File: src/sv/mme_pkg.sv
// ----------------------------------------------------------------------------
// mme_pkg: shared types and constants of the matrix multiply engine
// Field widths, operation and register codes, saturation limits and the
// command/status bundles between controller and datapath.
// ----------------------------------------------------------------------------
package mme_pkg;

    // payload widths fixed by the interface
    localparam int DATA_W    = 32;
    localparam int PROD_W    = 64;
    localparam int IDX_W     = 3;
    localparam int CFG_W     = 4;
    localparam int CFG_IDX_W = 2;

    // input operation codes
    localparam logic OP_LOAD_A = 1'b0;
    localparam logic OP_LOAD_B = 1'b1;

    // configuration register indexes
    localparam logic [CFG_IDX_W-1:0] REG_A_ROWS = 2'd0;
    localparam logic [CFG_IDX_W-1:0] REG_A_COLS = 2'd1;
    localparam logic [CFG_IDX_W-1:0] REG_B_ROWS = 2'd2;
    localparam logic [CFG_IDX_W-1:0] REG_B_COLS = 2'd3;

    // configuration reset value
    localparam logic [CFG_W-1:0] CFG_RESET = 4'd8;

    // result status codes
    localparam logic STATUS_OK       = 1'b0;
    localparam logic STATUS_MISMATCH = 1'b1;

    // saturation limits in Q16.16
    localparam logic [DATA_W-1:0] SAT_MAX = 32'h7FFF_FFFF;
    localparam logic [DATA_W-1:0] SAT_MIN = 32'h8000_0000;

    // controller to datapath commands
    typedef struct packed {
        logic             load_left;   // write element into left store
        logic             load_right;  // write element into right store
        logic             mac_valid;   // issue one multiply-accumulate term
        logic             mac_first;   // first term of an entry
        logic             mac_last;    // last term of an entry
        logic             emit;        // move finished entry to output
        logic             emit_err;    // emit a dimension mismatch result
        logic [IDX_W-1:0] row;
        logic [IDX_W-1:0] col;
        logic             last;
    } t_dp_cmd;

    // datapath to controller status
    typedef struct packed {
        logic res_ready;  // finished entry waiting
        logic out_free;   // output register can take a result this cycle
    } t_dp_stat;

endpackage

File: src/sv/mme_ctrl.sv
// ----------------------------------------------------------------------------
// mme_ctrl: sequencer of the matrix multiply engine
// Holds the dimension registers and fill counts, takes elements, and walks
// row, column and inner index of the product; one term per cycle, none in S_WAIT.
// ----------------------------------------------------------------------------
module mme_ctrl
    import mme_pkg::*;
#(
    parameter int MAX_DIM = 8
) (
    input  logic                 i_clk,
    input  logic                 i_rst_n,
    // configuration writes
    input  logic                 i_cfg_valid,
    input  logic [CFG_IDX_W-1:0] i_cfg_index,
    input  logic [CFG_W-1:0]     i_cfg_data,
    // input item handshake
    input  logic                 i_in_valid,
    input  logic                 i_op,
    output logic                 o_in_stall,
    // datapath control
    output t_dp_cmd              o_cmd,
    output logic [$clog2(MAX_DIM*MAX_DIM+1)-1:0] o_wr_addr,
    output logic [$clog2(MAX_DIM*MAX_DIM+1)-1:0] o_left_addr,
    output logic [$clog2(MAX_DIM*MAX_DIM+1)-1:0] o_right_addr,
    input  t_dp_stat             i_stat
);

    localparam int DIM_W  = $clog2(MAX_DIM + 1);
    localparam int FILL_W = $clog2(MAX_DIM * MAX_DIM + 1);

    localparam logic [1:0] S_IDLE = 2'd0;
    localparam logic [1:0] S_MAC  = 2'd1;
    localparam logic [1:0] S_WAIT = 2'd2;
    localparam logic [1:0] S_ERR  = 2'd3;

    logic [1:0]       r_state, n_state;
    logic [CFG_W-1:0] r_a_rows, r_a_cols, r_b_rows, r_b_cols;
    logic [FILL_W-1:0] r_lfill, n_lfill, r_rfill, n_rfill;
    logic [DIM_W-1:0] r_i, n_i, r_j, n_j, r_k, n_k;
    logic [FILL_W-1:0] r_lbase, n_lbase, r_la, n_la, r_ra, n_ra;

    logic [DIM_W-1:0]  ar, ac, br, bc;
    logic [FILL_W-1:0] lsize, rsize;
    logic              in_xfer;
    logic              k_last, j_last, i_last;

    // register value 0 reads as 1, above MAX_DIM reads as MAX_DIM
    function automatic logic [DIM_W-1:0] dim_of(input logic [CFG_W-1:0] v);
        logic [DIM_W-1:0] d;
        if (v == '0) begin
            d = DIM_W'(1);
        end else if (int'(v) > MAX_DIM) begin
            d = DIM_W'(MAX_DIM);
        end else begin
            d = DIM_W'(v);
        end
        return d;
    endfunction

    assign ar    = dim_of(r_a_rows);
    assign ac    = dim_of(r_a_cols);
    assign br    = dim_of(r_b_rows);
    assign bc    = dim_of(r_b_cols);
    assign lsize = FILL_W'(FILL_W'(ar) * FILL_W'(ac));
    assign rsize = FILL_W'(FILL_W'(br) * FILL_W'(bc));

    assign in_xfer    = i_in_valid && (r_state == S_IDLE);
    assign o_in_stall = (r_state != S_IDLE);

    assign k_last = (r_k == ac - DIM_W'(1));
    assign j_last = (r_j == bc - DIM_W'(1));
    assign i_last = (r_i == ar - DIM_W'(1));

    assign o_wr_addr    = (i_op == OP_LOAD_B) ? r_rfill : r_lfill;
    assign o_left_addr  = r_la;
    assign o_right_addr = r_ra;

    // configuration registers
    always_ff @(posedge i_clk) begin
        if (!i_rst_n) begin
            r_a_rows <= CFG_RESET;
            r_a_cols <= CFG_RESET;
            r_b_rows <= CFG_RESET;
            r_b_cols <= CFG_RESET;
        end else if (i_cfg_valid) begin
            unique case (i_cfg_index)
                REG_A_ROWS: r_a_rows <= i_cfg_data;
                REG_A_COLS: r_a_cols <= i_cfg_data;
                REG_B_ROWS: r_b_rows <= i_cfg_data;
                REG_B_COLS: r_b_cols <= i_cfg_data;
            endcase
        end
    end

    // next state and commands
    always_comb begin
        n_state = r_state;
        n_lfill = r_lfill;
        n_rfill = r_rfill;
        n_i     = r_i;
        n_j     = r_j;
        n_k     = r_k;
        n_lbase = r_lbase;
        n_la    = r_la;
        n_ra    = r_ra;
        o_cmd   = '0;
        o_cmd.row  = IDX_W'(r_i);
        o_cmd.col  = IDX_W'(r_j);
        o_cmd.last = i_last && j_last;

        unique case (r_state)
            S_IDLE: begin
                if (in_xfer) begin
                    // store the element unless its matrix is already full
                    if (i_op == OP_LOAD_A && r_lfill < lsize) begin
                        o_cmd.load_left = 1'b1;
                        n_lfill = r_lfill + FILL_W'(1);
                    end else if (i_op == OP_LOAD_B && r_rfill < rsize) begin
                        o_cmd.load_right = 1'b1;
                        n_rfill = r_rfill + FILL_W'(1);
                    end
                    // both matrices complete: start over and multiply
                    if (n_lfill >= lsize && n_rfill >= rsize) begin
                        n_lfill = '0;
                        n_rfill = '0;
                        n_i     = '0;
                        n_j     = '0;
                        n_k     = '0;
                        n_lbase = '0;
                        n_la    = '0;
                        n_ra    = '0;
                        n_state = (ac != br) ? S_ERR : S_MAC;
                    end
                end
            end
            S_MAC: begin
                // one product term per cycle
                o_cmd.mac_valid = 1'b1;
                o_cmd.mac_first = (r_k == '0);
                o_cmd.mac_last  = k_last;
                n_k  = r_k + DIM_W'(1);
                n_la = r_la + FILL_W'(1);
                n_ra = r_ra + FILL_W'(bc);
                if (k_last) begin
                    n_state = S_WAIT;
                end
            end
            S_WAIT: begin
                if (i_stat.res_ready && i_stat.out_free) begin
                    o_cmd.emit = 1'b1;
                    n_k = '0;
                    if (i_last && j_last) begin
                        n_state = S_IDLE;
                    end else if (j_last) begin
                        // next row
                        n_i     = r_i + DIM_W'(1);
                        n_j     = '0;
                        n_lbase = r_lbase + FILL_W'(ac);
                        n_la    = r_lbase + FILL_W'(ac);
                        n_ra    = '0;
                        n_state = S_MAC;
                    end else begin
                        n_j     = r_j + DIM_W'(1);
                        n_la    = r_lbase;
                        n_ra    = FILL_W'(r_j) + FILL_W'(1);
                        n_state = S_MAC;
                    end
                end
            end
            S_ERR: begin
                if (i_stat.out_free) begin
                    o_cmd.emit_err = 1'b1;
                    n_state = S_IDLE;
                end
            end
            default: begin
                n_state = S_IDLE;
            end
        endcase
    end

    // control registers
    always_ff @(posedge i_clk) begin
        if (!i_rst_n) begin
            r_state <= S_IDLE;
            r_lfill <= '0;
            r_rfill <= '0;
            r_i     <= '0;
            r_j     <= '0;
            r_k     <= '0;
            r_lbase <= '0;
            r_la    <= '0;
            r_ra    <= '0;
        end else begin
            r_state <= n_state;
            r_lfill <= n_lfill;
            r_rfill <= n_rfill;
            r_i     <= n_i;
            r_j     <= n_j;
            r_k     <= n_k;
            r_lbase <= n_lbase;
            r_la    <= n_la;
            r_ra    <= n_ra;
        end
    end

endmodule

File: config.mk
export PLATFORM = sky130hd
export DESIGN_NAME = mme_ctrl
export DESIGN_NICKNAME = d
export VERILOG_FILES = /design/src/sv/mme_pkg.sv /design/src/sv/mme_ctrl.sv
export SDC_FILE = /design/constraint.sdc
export NUM_CORES = 1
export LEC_CHECK = 0
export BUFFER_PORTS_ARGS = -buffer_cell sky130_fd_sc_hd__buf_2
export CAP_MARGIN = 0
export CELL_PAD_IN_SITES_DETAIL_PLACEMENT = 0
export CELL_PAD_IN_SITES_GLOBAL_PLACEMENT = 2
export CORE_MARGIN = 10
export CORE_UTILIZATION = 40
export CTS_CLUSTER_SIZE = 28
export DETAILED_ROUTE_END_ITERATION = 6
export GPL_TIMING_DRIVEN = 0
export PLACE_DENSITY_LB_ADDON = 0.1
export SYNTH_ARGS = -nofsm -noshare
export SYNTH_HDL_FRONTEND = slang
export SYNTH_SLANG_ARGS = --single-unit
File: constraint.sdc
create_clock -name i_clk -period 15.1 [get_ports i_clk]
set_input_delay 3.02 -clock i_clk [delete_from_list [all_inputs] [get_ports i_clk]]
set_output_delay 3.02 -clock i_clk [all_outputs]
set_load 0.03 [all_outputs]
==> flow_metrics.py, run 1 <==
metrics = {
    "finish": {
        "nFillCells": 1368,
        "final_util_pct": 46.7,
        "areaGrowthSynthToFinish_pct": 14.1,
        "antenna_cells": 0,
        "layout-drive-gt1-share_pct": 13.9,
        "layout_commonest_cell": "dfxtp_1",
        "final_cell_mix": "dfxtp_1 (65), nor2_1 (64), ha_1 (63)",
        "final_cells": 889,
        "nets": 794,
        "fin_area_sq_mm": 0.00619,
    },
    "timing": {
        "hold_viol_final": 0,
        "post-route-period-util_pct": 57.0,
        "tns_ns": 0,
        "post-route-min-period_ns": 8.61,
        "maxSlewViolCount": 0,
        "fin_ws_ns": 6.49,
        "slew_headroom_pct": 27.5,
        "grt_setup_unrepaired": "false",
        "skew_ns": 0.0124,
        "finalSetupViolations": 0,
        "worstMarginPinSlew_ns": 1.08,
        "max_clock_freq_mhz": 116,
    },
    "setup_path": {
        "reg2reg_depth": 30,
        "cp.arrival_ns": 5.59,
        "start_kind": "flip-flop",
        "crit_path_end_kind": "output pin",
        "critical_path_peak_fanout": 10,
        "cp.required_ns": 12.08,
        "critPathKind": "flip-flop to output pin",
    },
    "flow_run": {
        "max_cap_viol_count": 0,
    },
    "die": {
        "rows": 42,
        "io_pins": 49,
        "fp.coreArea_sq_mm": 0.0132,
        "start_util_pct": 40.9,
        "die_x_microns": 136,
        "die-area_sq_mm": 0.0186,
        "die_h_microns": 136,
    },
    "grt": {
        "grt_pass1_vias": 4784,
        "antenna_found_initial": 0,
        "grt_start_max_net_pins": 13,
        "grt_overflow_total": 0,
        "grt_usage_pct": 16.7,
        "grt_pass1_wl_microns": 24800,
    },
    "place": {
        "dpl_cell_area_sq_mm": 0.00587,
        "dp_hpwl_microns": 11800,
        "place.gp.congestion": 0.801,
        "place_inst": 873,
        "io_buffers": 46,
        "pre_cts_ws_ns": 6.87,
    },
    "power": {
        "leakage_nw": 2.84,
        "p_per_area_mw_per_mm2": 99.8,
        "peakVddDrop_mv": 0.0733,
    },
    "synth": {
        "ys_types": 63,
        "yosysTopAreaCell": "dfxtp_1",
        "ys.flop_type": "dfxtp_1",
        "synth_area_leaders": "dfxtp_1 (24%), ha_1 (15%), xnor2_1 (4.8%), nor2_1 (4.4%), a21oi_1 (4.2%)",
        "synth-async-reset-ratio_pct": 0,
        "synth_edf_count": 0,
        "syn_area_sq_mm": 0.00542,
        "synth_seq_cells": 65,
        "syn_inst": 651,
        "yosys_warnings": 0,
        "syn-num-nets": 737,
        "yosysSeqAreaShare_pct": 24.0,
        "syn_avg_cell_area_sq_um": 8.33,
        "synth_top_area_share_pct": 24.0,
    },
    "clock_tree": {
        "clk_path_buf_depth": 2,
        "h-tree-depth": 3,
        "cts_buffers": 9,
        "clock_latency_ns": 0.34,
        "cts_tree": "done",
        "ctsResizeCount": 0,
        "cts.sinks": 65,
        "clkTransAtPathRegs_ns": 0.06,
        "cts-root-buf": "clkbuf_16",
        "hold_buffers": 0,
        "post_cts_buffers": 0,
    },
    "route": {
        "wl_microns": 15000,
        "vias": 4812,
        "antenna_left": 0,
        "drc": 0,
        "wl_met1_microns": 6720,
        "dr_wl_met3_microns": 754,
        "drt_iter0_drc": 201,
        "viasPerCell": 5.41,
        "routed.top_layer": "met4",
        "wl_per_cell_microns": 16.9,
        "dr.pass1.iters": 5,
        "wl_met2_microns": 7450,
    },
    "status": {
        "status": "complete, no violations",
    },
    "min_path": {
        "hp-class": "flip-flop to flip-flop",
        "min_path_cells": 2,
    },
}
[sequential cells by signal (all words and copies together) (netlist names)]
register      flops
r_rfill           7
r_i               4
r_a_cols          4
r_lfill           7
o_right_addr      7
r_a_rows          4
o_left_addr       7
r_state           2
r_k               4
r_lbase           7
r_b_rows          4
r_b_cols          4
r_j               4
[path summary, 6_finish.rpt]
path | from | end | slack, ns
worst max-delay path | r_a_cols[3] | o_cmd[13] | 6.49
worst min-delay path | r_lbase[0] | r_lbase[0] | 0.48
worst max register to register | r_a_cols[3] | r_lbase[6] | 7.20
worst min register to register | r_lbase[0] | r_lbase[0] | 0.48
[report_power, final]
part	switching, mW	internal, mW
clock	0.0835	0.138
combinational	0.147	0.0632
sequential	0.00831	0.178
total	0.239	0.379
[critical path: stages, from the launching register on]
cell       delay [ns]
dfxtp_1          0.31
clkbuf_1         0.23
nand2b_1         0.29
inv_1            0.20
nand3_1          0.13
fa_1             0.52
inv_1            0.06
fa_1             0.53
fa_1             0.47
a21o_1           0.20
a21oi_1          0.17
xnor2_1          0.18
ha_1             0.32
nand3_1          0.11
nor2_1           0.05
o41ai_1          0.06
a21oi_1          0.16
a2111oi_2        0.77
and3_1           0.29
buf_2            0.21
[through the flow]
| step | hold slack, ns | total power [mW] |
|---|---|---|
| CTS | 0.482 | 0.625 |
| detailed placement | 0.473 | 0.400 |
| global placement | 0.463 | 0.399 |
| floorplan | 0.454 | 0.338 |
| finish | 0.478 | 0.617 |
| global route | 0.507 | 0.655 |
[logic make-up (layout without fill, tap and decap cells)]
family                   Yosys count  in the layout  share of synthesized area (%)
multiplexers                      28             28                           5.38
flip-flops                        65             65                           24.0
adder cells (fa/ha/maj)           74             74                           18.4
AO/OA/AOI/OAI                    158            158                           20.7
buffers and inverters             70            132                           5.38
XOR/XNOR                          49             49                           8.17
AND/OR/NAND/NOR                  207            207                           18.0
[synthesized netlist by cell type (7+ instances only)]
cell type	n
mux2_2	9
xor2_1	18
o21ai_0	20
nor2_1	64
ha_1	63
inv_1	34
dfxtp_1	65
mux2i_1	19
o31ai_1	13
nand3_1	31
nand2_1	58
and3_1	8
a21o_1	14
nor3_1	7
a21oi_1	46
nand2b_1	10
a31oi_1	13
xnor2_1	30
a22o_1	7
fa_1	10
clkbuf_1	19
[cell type report]
cell class              count  area [sq um]  area share (%)
multi-input cells         516          3830            61.9
flip-flops and latches     65          1300            21.0
clock buffers              11           253            4.08
repair buffers             46           230            3.72
well taps                 176           220            3.56
plain buffers              34           156            2.53
inverters                  36           135            2.18
clock inverters             5          62.6            1.01
[layer usage]
layer / global-route usage (%) / up-vias
met4: 3.79 / 0
met2: 29.5 / 110
met3: 4.10 / 8
li1: - / 2436
met1: 19.7 / 2258
met5: 0 / -
Note: power is estimated with default switching activity, not from simulation.
==> run 2, diff against run 1 <==
--- a/config.mk
+++ b/config.mk
@@ -5,12 +5,13 @@
 export SDC_FILE = /design/constraint.sdc
 export NUM_CORES = 1
 export LEC_CHECK = 0
+export ABC_AREA = 1
 export BUFFER_PORTS_ARGS = -buffer_cell sky130_fd_sc_hd__buf_2
 export CAP_MARGIN = 0
 export CELL_PAD_IN_SITES_DETAIL_PLACEMENT = 0
 export CELL_PAD_IN_SITES_GLOBAL_PLACEMENT = 2
 export CORE_MARGIN = 10
-export CORE_UTILIZATION = 40
+export CORE_UTILIZATION = 31
 export CTS_CLUSTER_SIZE = 28
 export DETAILED_ROUTE_END_ITERATION = 6
 export GPL_TIMING_DRIVEN = 0
==> constraint.sdc (replaced) <==
create_clock -name i_clk -period 7.1 [get_ports i_clk]
set_input_delay 1.42 -clock i_clk [delete_from_list [all_inputs] [get_ports i_clk]]
set_output_delay 1.42 -clock i_clk [all_outputs]
set_load 0.03 [all_outputs]
==> run 2 against run 1 <==
- first-iteration DRC count rose by 36%
- synthesized cell count rose by 34%
- register-to-register slack worse by 6.4 ns
- clock power grew 130%
- via count grew 14%
- global-route usage down 1.7 points
- area after synthesis increased by 7.7%
- power increased to 3.0 times the previous value
- wire length up 19%
- critical path type is now flip-flop to flip-flop
- critical endpoint is now r_lbase[3]
- largest power group is now combinational cells
- highest routed layer unchanged
==> flow_metrics.py, run 2 <==
metrics = {
    "power": {
        "finalPower_mw": 1.84,
        "p_per_area_mw_per_mm2": 274,
        "peakVddDrop_mv": 0.143,
        "leakage_nw": 3.32,
    },
    "synth": {
        "synth-xor-area-share_pct": 5.40,
        "syn_avg_cell_area_sq_um": 6.69,
        "synth_edf_count": 0,
        "syn_inst": 872,
        "ys_types": 46,
        "synth-async-reset-ratio_pct": 0,
        "synthAdderAreaFrac_pct": 16.9,
        "yosys_warnings": 0,
        "synth_area_leaders": "dfxtp_1 (22%), ha_1 (14%), nand2_1 (12%), inv_1 (8.9%), nor2_1 (6.5%)",
        "synthTopCellsByCount": "nand2_1 (190), inv_1 (138), nor2_1 (101)",
        "synth_compound_area_share_pct": 11.8,
        "ys.flop_type": "dfxtp_1",
        "yosys.area_share.simple_pct": 31.1,
        "yosysTopAreaCell": "dfxtp_1",
        "yosysSeqAreaShare_pct": 22.3,
        "synth.area.mux_share_pct": 0.193,
        "synth_top_family_by_area": "simple AND/OR/NAND/NOR gates",
        "synth_top_area_share_pct": 22.3,
        "yosysMostFrequentCell": "nand2_1",
        "syn-num-nets": 958,
        "synth_seq_cells": 65,
        "syn_area_sq_mm": 0.00584,
    },
    "finish": {
        "final_util_pct": 35.9,
        "areaGrowthSynthToFinish_pct": 14.7,
        "nets": 1016,
        "layout-drive-gt1-share_pct": 12.1,
        "nFillCells": 2051,
        "final_cell_mix": "nand2_1 (190), inv_1 (138), nor2_1 (100)",
        "layout_commonest_cell": "nand2_1",
        "antenna_cells": 0,
        "multi_input_area_sq_mm": 0.00382,
        "seq_area_sq_mm": 0.00130,
    },
    "timing": {
        "holdWs_ns": 0.469,
        "post-route-period-util_pct": 88.9,
        "finalSetupViolations": 0,
        "fin_ws_ns": 0.787,
        "hold_viol_final": 0,
        "skew_ns": 0.00740,
        "worstMarginPinSlew_ns": 0.819,
        "slew_headroom_pct": 45.4,
        "post-route-min-period_ns": 6.31,
        "maxSlewViolCount": 0,
        "grt_setup_unrepaired": "false",
        "max_clock_freq_mhz": 158,
        "tns_ns": 0,
    },
    "grt": {
        "grt_pass1_vias": 5549,
        "grt_pass1_wl_microns": 29300,
        "grt_overflow_total": 0,
        "grt_usage_pct": 15.0,
        "antenna_found_initial": 0,
        "grt_start_max_net_pins": 12,
    },
    "clock_tree": {
        "cts-root-buf": "clkbuf_16",
        "hold_buffers": 0,
        "ctsResizeCount": 0,
        "cts_tree": "done",
        "cts.sinks": 65,
        "clock_latency_ns": 0.34,
        "clk_path_buf_depth": 2,
        "cts_buffers": 9,
        "clkTransAtPathRegs_ns": 0.06,
        "h-tree-depth": 3,
        "post_cts_buffers": 0,
    },
    "setup_path": {
        "start_kind": "flip-flop",
        "crit_path_end_kind": "flip-flop",
        "cp.required_ns": 7.34,
        "cp.arrival_ns": 6.55,
        "critical_path_peak_fanout": 10,
        "critPathKind": "flip-flop to flip-flop",
        "crit_path_top_delay_cell": "fa_1",
        "max_stage_delay_ns": 0.52,
        "timing.critical_path.mode_cell": "nand2_1",
    },
    "min_path": {
        "hp-class": "flip-flop to flip-flop",
    },
    "route": {
        "drt_iter0_drc": 274,
        "viasPerCell": 4.70,
        "dr_wl_met3_microns": 613,
        "drc": 0,
        "wl_per_cell_microns": 15.3,
        "dr.pass1.iters": 4,
        "vias": 5494,
        "wl_met1_microns": 8300,
        "routed.top_layer": "met4",
        "antenna_left": 0,
        "wl_microns": 17900,
        "wl_met2_microns": 8710,
    },
    "die": {
        "die-area_sq_mm": 0.0247,
        "io_pins": 49,
        "start_util_pct": 31.3,
        "rows": 50,
        "die_x_microns": 157,
        "fp.coreArea_sq_mm": 0.0186,
        "die_h_microns": 157,
    },
    "place": {
        "dp_hpwl_microns": 14200,
        "place.gp.congestion": 0.817,
        "io_buffers": 47,
        "pre_cts_ws_ns": 0.556,
    },
    "status": {
        "status": "complete, no violations",
    },
    "flow_run": {
        "max_cap_viol_count": 0,
    },
}
run 2: cell count changes after synthesis, sizes merged, moves of 22 or more:
cell	change
inv	+106
o21ai	+22
nand4	+30
nor2	+38
nand2	+144
run 2: cells by family after synthesis:
| logic type | Yosys count |
|---|---|
| and+or+nand+nor | 404 |
| buffers and inverters | 170 |
| adders and majority gates | 73 |
| DFF | 65 |
| muxes | 1 |
| xor gates and xnor gates | 36 |
| AOI/OAI and AO/OA | 123 |
run 2: critical path: cells and delay by family, from the launching register on:
family | cells | cell delay (ns)
fa+ha+maj | 5 | 2.06
simple gates | 19 | 2.08
flops | 1 | 0.42
compound gates | 5 | 0.73
xor+xnor | 2 | 0.48
buf+inv | 4 | 0.44
run 2: metrics by stage:
stage	area, sq um	cells
6_report	6700	1169
4_1_cts	6700	1169
2_1_floorplan	5840	872
3_3_place_gp	6360	1153
5_1_grt	6700	1169
3_5_place_dp	6360	1153
run 2: cell type report:
type	instances	share of cell area, %
inverters	143	8.01
repair buffers	47	3.51
flip-flops and latches	65	19.4
well taps	234	4.37
plain buffers	27	2.65
multi-input cells	637	57.1
clock buffers	11	3.77
clock inverters	5	1.16
run 2: final timing paths:
| kind | from | end | slack [ns] | cells after the start |
|---|---|---|---|---|
| max | r_a_cols[3] | r_lbase[3] | 0.79 | 35 |
| min | r_a_rows[2] | r_a_rows[2] | 0.47 | 2 |
| max reg2reg | r_a_cols[3] | r_lbase[3] | 0.79 | 35 |
| min reg2reg | r_a_rows[2] | r_a_rows[2] | 0.47 | 2 |
run 2: report_power, final:
part	leakage (nW)	internal (mW)	switching (mW)
Combinational	2.63	0.263	0.586
Sequential	0.529	0.423	0.0552
Clock	0.162	0.326	0.185
Total	3.32	1.01	0.826
run 2: per-layer routing:
metal | vias up | GRT usage [%]
li1 | 2925 | -
met4 | 0 | 4.63
met1 | 2488 | 18.5
met3 | 13 | 2.54
met5 | - | 0
met2 | 68 | 25.9
==> run 3, diff against run 2 <==
--- a/config.mk
+++ b/config.mk
@@ -10,6 +10,7 @@
 export CAP_MARGIN = 0
 export CELL_PAD_IN_SITES_DETAIL_PLACEMENT = 0
 export CELL_PAD_IN_SITES_GLOBAL_PLACEMENT = 2
+export CORE_ASPECT_RATIO = 0.6
 export CORE_MARGIN = 10
 export CORE_UTILIZATION = 31
 export CTS_CLUSTER_SIZE = 28
==> run 3 against run 2 <==
- first-iteration DRC count up 44%
- final area about the same
- largest power group unchanged
- sequential share of layout area about the same
- maximum frequency down 3.2%
- register-to-register slack worse by 0.21 ns
- non-clock buffer count unchanged
- critical path depth up 2
- flip-flop and latch count unchanged
- clock power down 6.7%
==> flow_metrics.py, run 3 (synthesized netlist as in run 2, its figures left out) <==
metrics = {
    "timing": {
        "tns_ns": 0,
        "post-route-period-util_pct": 91.9,
        "maxSlewViolCount": 0,
        "slew_headroom_pct": 40.0,
        "max_clock_freq_mhz": 153,
        "skew_ns": 0.00719,
        "hold_viol_final": 0,
        "post-route-min-period_ns": 6.52,
        "fin_ws_ns": 0.577,
        "worstMarginPinSlew_ns": 0.899,
        "holdWs_ns": 0.470,
        "finalSetupViolations": 0,
        "grt_setup_unrepaired": "false",
    },
    "clock_tree": {
        "clkTransAtPathRegs_ns": 0.06,
        "h-tree-depth": 3,
        "cts.sinks": 65,
        "clk_path_buf_depth": 2,
        "cts_tree": "done",
        "ctsResizeCount": 0,
        "post_cts_buffers": 0,
        "cts_buffers": 9,
        "clock_latency_ns": 0.34,
        "cts-root-buf": "clkbuf_16",
        "hold_buffers": 0,
    },
    "setup_path": {
        "cp.required_ns": 7.34,
        "reg2reg_depth": 37,
        "critical_path_peak_fanout": 10,
        "timing.critical_path.mode_cell": "nand2_1",
        "start_kind": "flip-flop",
        "cp-endpoint": "r_lbase[3]",
        "reg2reg_to": "r_lbase[3]",
        "cp-startpoint": "r_a_rows[3]",
        "cp.arrival_ns": 6.76,
        "max_stage_delay_ns": 0.55,
        "critPathKind": "flip-flop to flip-flop",
        "r2r_start": "r_a_rows[3]",
        "crit_path_end_kind": "flip-flop",
        "regToRegSetupSlack_ns": 0.58,
        "cp_top_family": "adder cells",
        "crit_path_top_delay_cell": "fa_1",
        "crit_buf_inv": 5,
        "cp.depth": 37,
    },
    "finish": {
        "final_cells": 1175,
        "fin_area_sq_mm": 0.00669,
        "areaGrowthSynthToFinish_pct": 14.7,
        "nFillCells": 1992,
        "layout-drive-gt1-share_pct": 12.2,
        "nets": 1016,
        "antenna_cells": 0,
        "layout_commonest_cell": "nand2_1",
        "seq_area_sq_mm": 0.00130,
        "final_util_pct": 36.7,
        "multi_input_area_sq_mm": 0.00383,
        "final_cell_mix": "nand2_1 (190), inv_1 (138), nor2_1 (99)",
    },
    "die": {
        "die_h_microns": 126,
        "die_x_microns": 197,
        "rows": 38,
        "start_util_pct": 32.0,
        "fp.coreArea_sq_mm": 0.0183,
        "io_pins": 49,
        "die-area_sq_mm": 0.0249,
    },
    "power": {
        "leakage_nw": 3.31,
        "peakVddDrop_mv": 0.118,
        "p_per_area_mw_per_mm2": 273,
        "finalPower_mw": 1.83,
    },
    "route": {
        "drc": 0,
        "viasPerCell": 4.86,
        "drt_iter0_drc": 395,
        "vias": 5707,
        "wl_microns": 18700,
        "antenna_left": 0,
        "wl_per_cell_microns": 16.0,
        "dr.pass1.iters": 5,
    },
    "place": {
        "place.gp.congestion": 0.841,
        "dpl_cell_area_sq_mm": 0.00637,
        "io_buffers": 47,
        "dp_hpwl_microns": 15300,
        "place_inst": 1159,
        "pre_cts_ws_ns": 0.416,
    },
    "min_path": {
        "hp-start": "r_b_rows[2]",
        "hp-class": "flip-flop to flip-flop",
    },
    "grt": {
        "grt_start_max_net_pins": 12,
        "grt_overflow_total": 0,
        "antenna_found_initial": 0,
        "grt_usage_pct": 15.2,
        "grt_pass1_vias": 5398,
        "grt_pass1_wl_microns": 30000,
    },
    "flow_run": {
        "max_cap_viol_count": 0,
    },
    "status": {
        "status": "complete, no violations",
    },
}
-- run 3: layer usage --
metal	vias up	GRT usage (%)	wire, microns
met2	115	19.8	6880
met3	18	3.12	903
met4	0	3.78	262
met5	-	0	0
met1	2645	24.1	10700
li1	2929	-	-
-- run 3: layout make-up --
cell class / instances / share of cell area [%]
Sequential cell: 65 / 19.4
Inverter: 143 / 8.02
Timing Repair Buffer: 47 / 3.51
Clock buffer: 12 / 3.98
Multi-Input combinational cell: 637 / 57.2
Clock inverter: 4 / 0.748
Tap cell: 240 / 4.49
Buffer: 27 / 2.65
-- run 3: where the power goes --
group / total, mW / internal (mW) / switching (mW)
Clock: 0.477 / 0.300 / 0.177
Sequential: 0.480 / 0.424 / 0.0569
Combinational: 0.870 / 0.263 / 0.607
Total: 1.83 / 0.986 / 0.841
-- run 3: worst min-delay path: stages, from the launching register on --
cell and delay (ns):
dfxtp_1 0.31, inv_1 0.06, a21oi_1 0.05
-- run 3: how the worst min path moves through the flow --
stage | end | slack [ns] | cells after the start
after floorplan | r_b_cols[2] | 0.44 | 2
after global placement | r_b_rows[2] | 0.46 | 2
after detailed placement | r_b_rows[2] | 0.46 | 2
after CTS | r_b_rows[2] | 0.47 | 2
after global routing | r_b_cols[2] | 0.51 | 2
final | r_b_rows[2] | 0.47 | 2
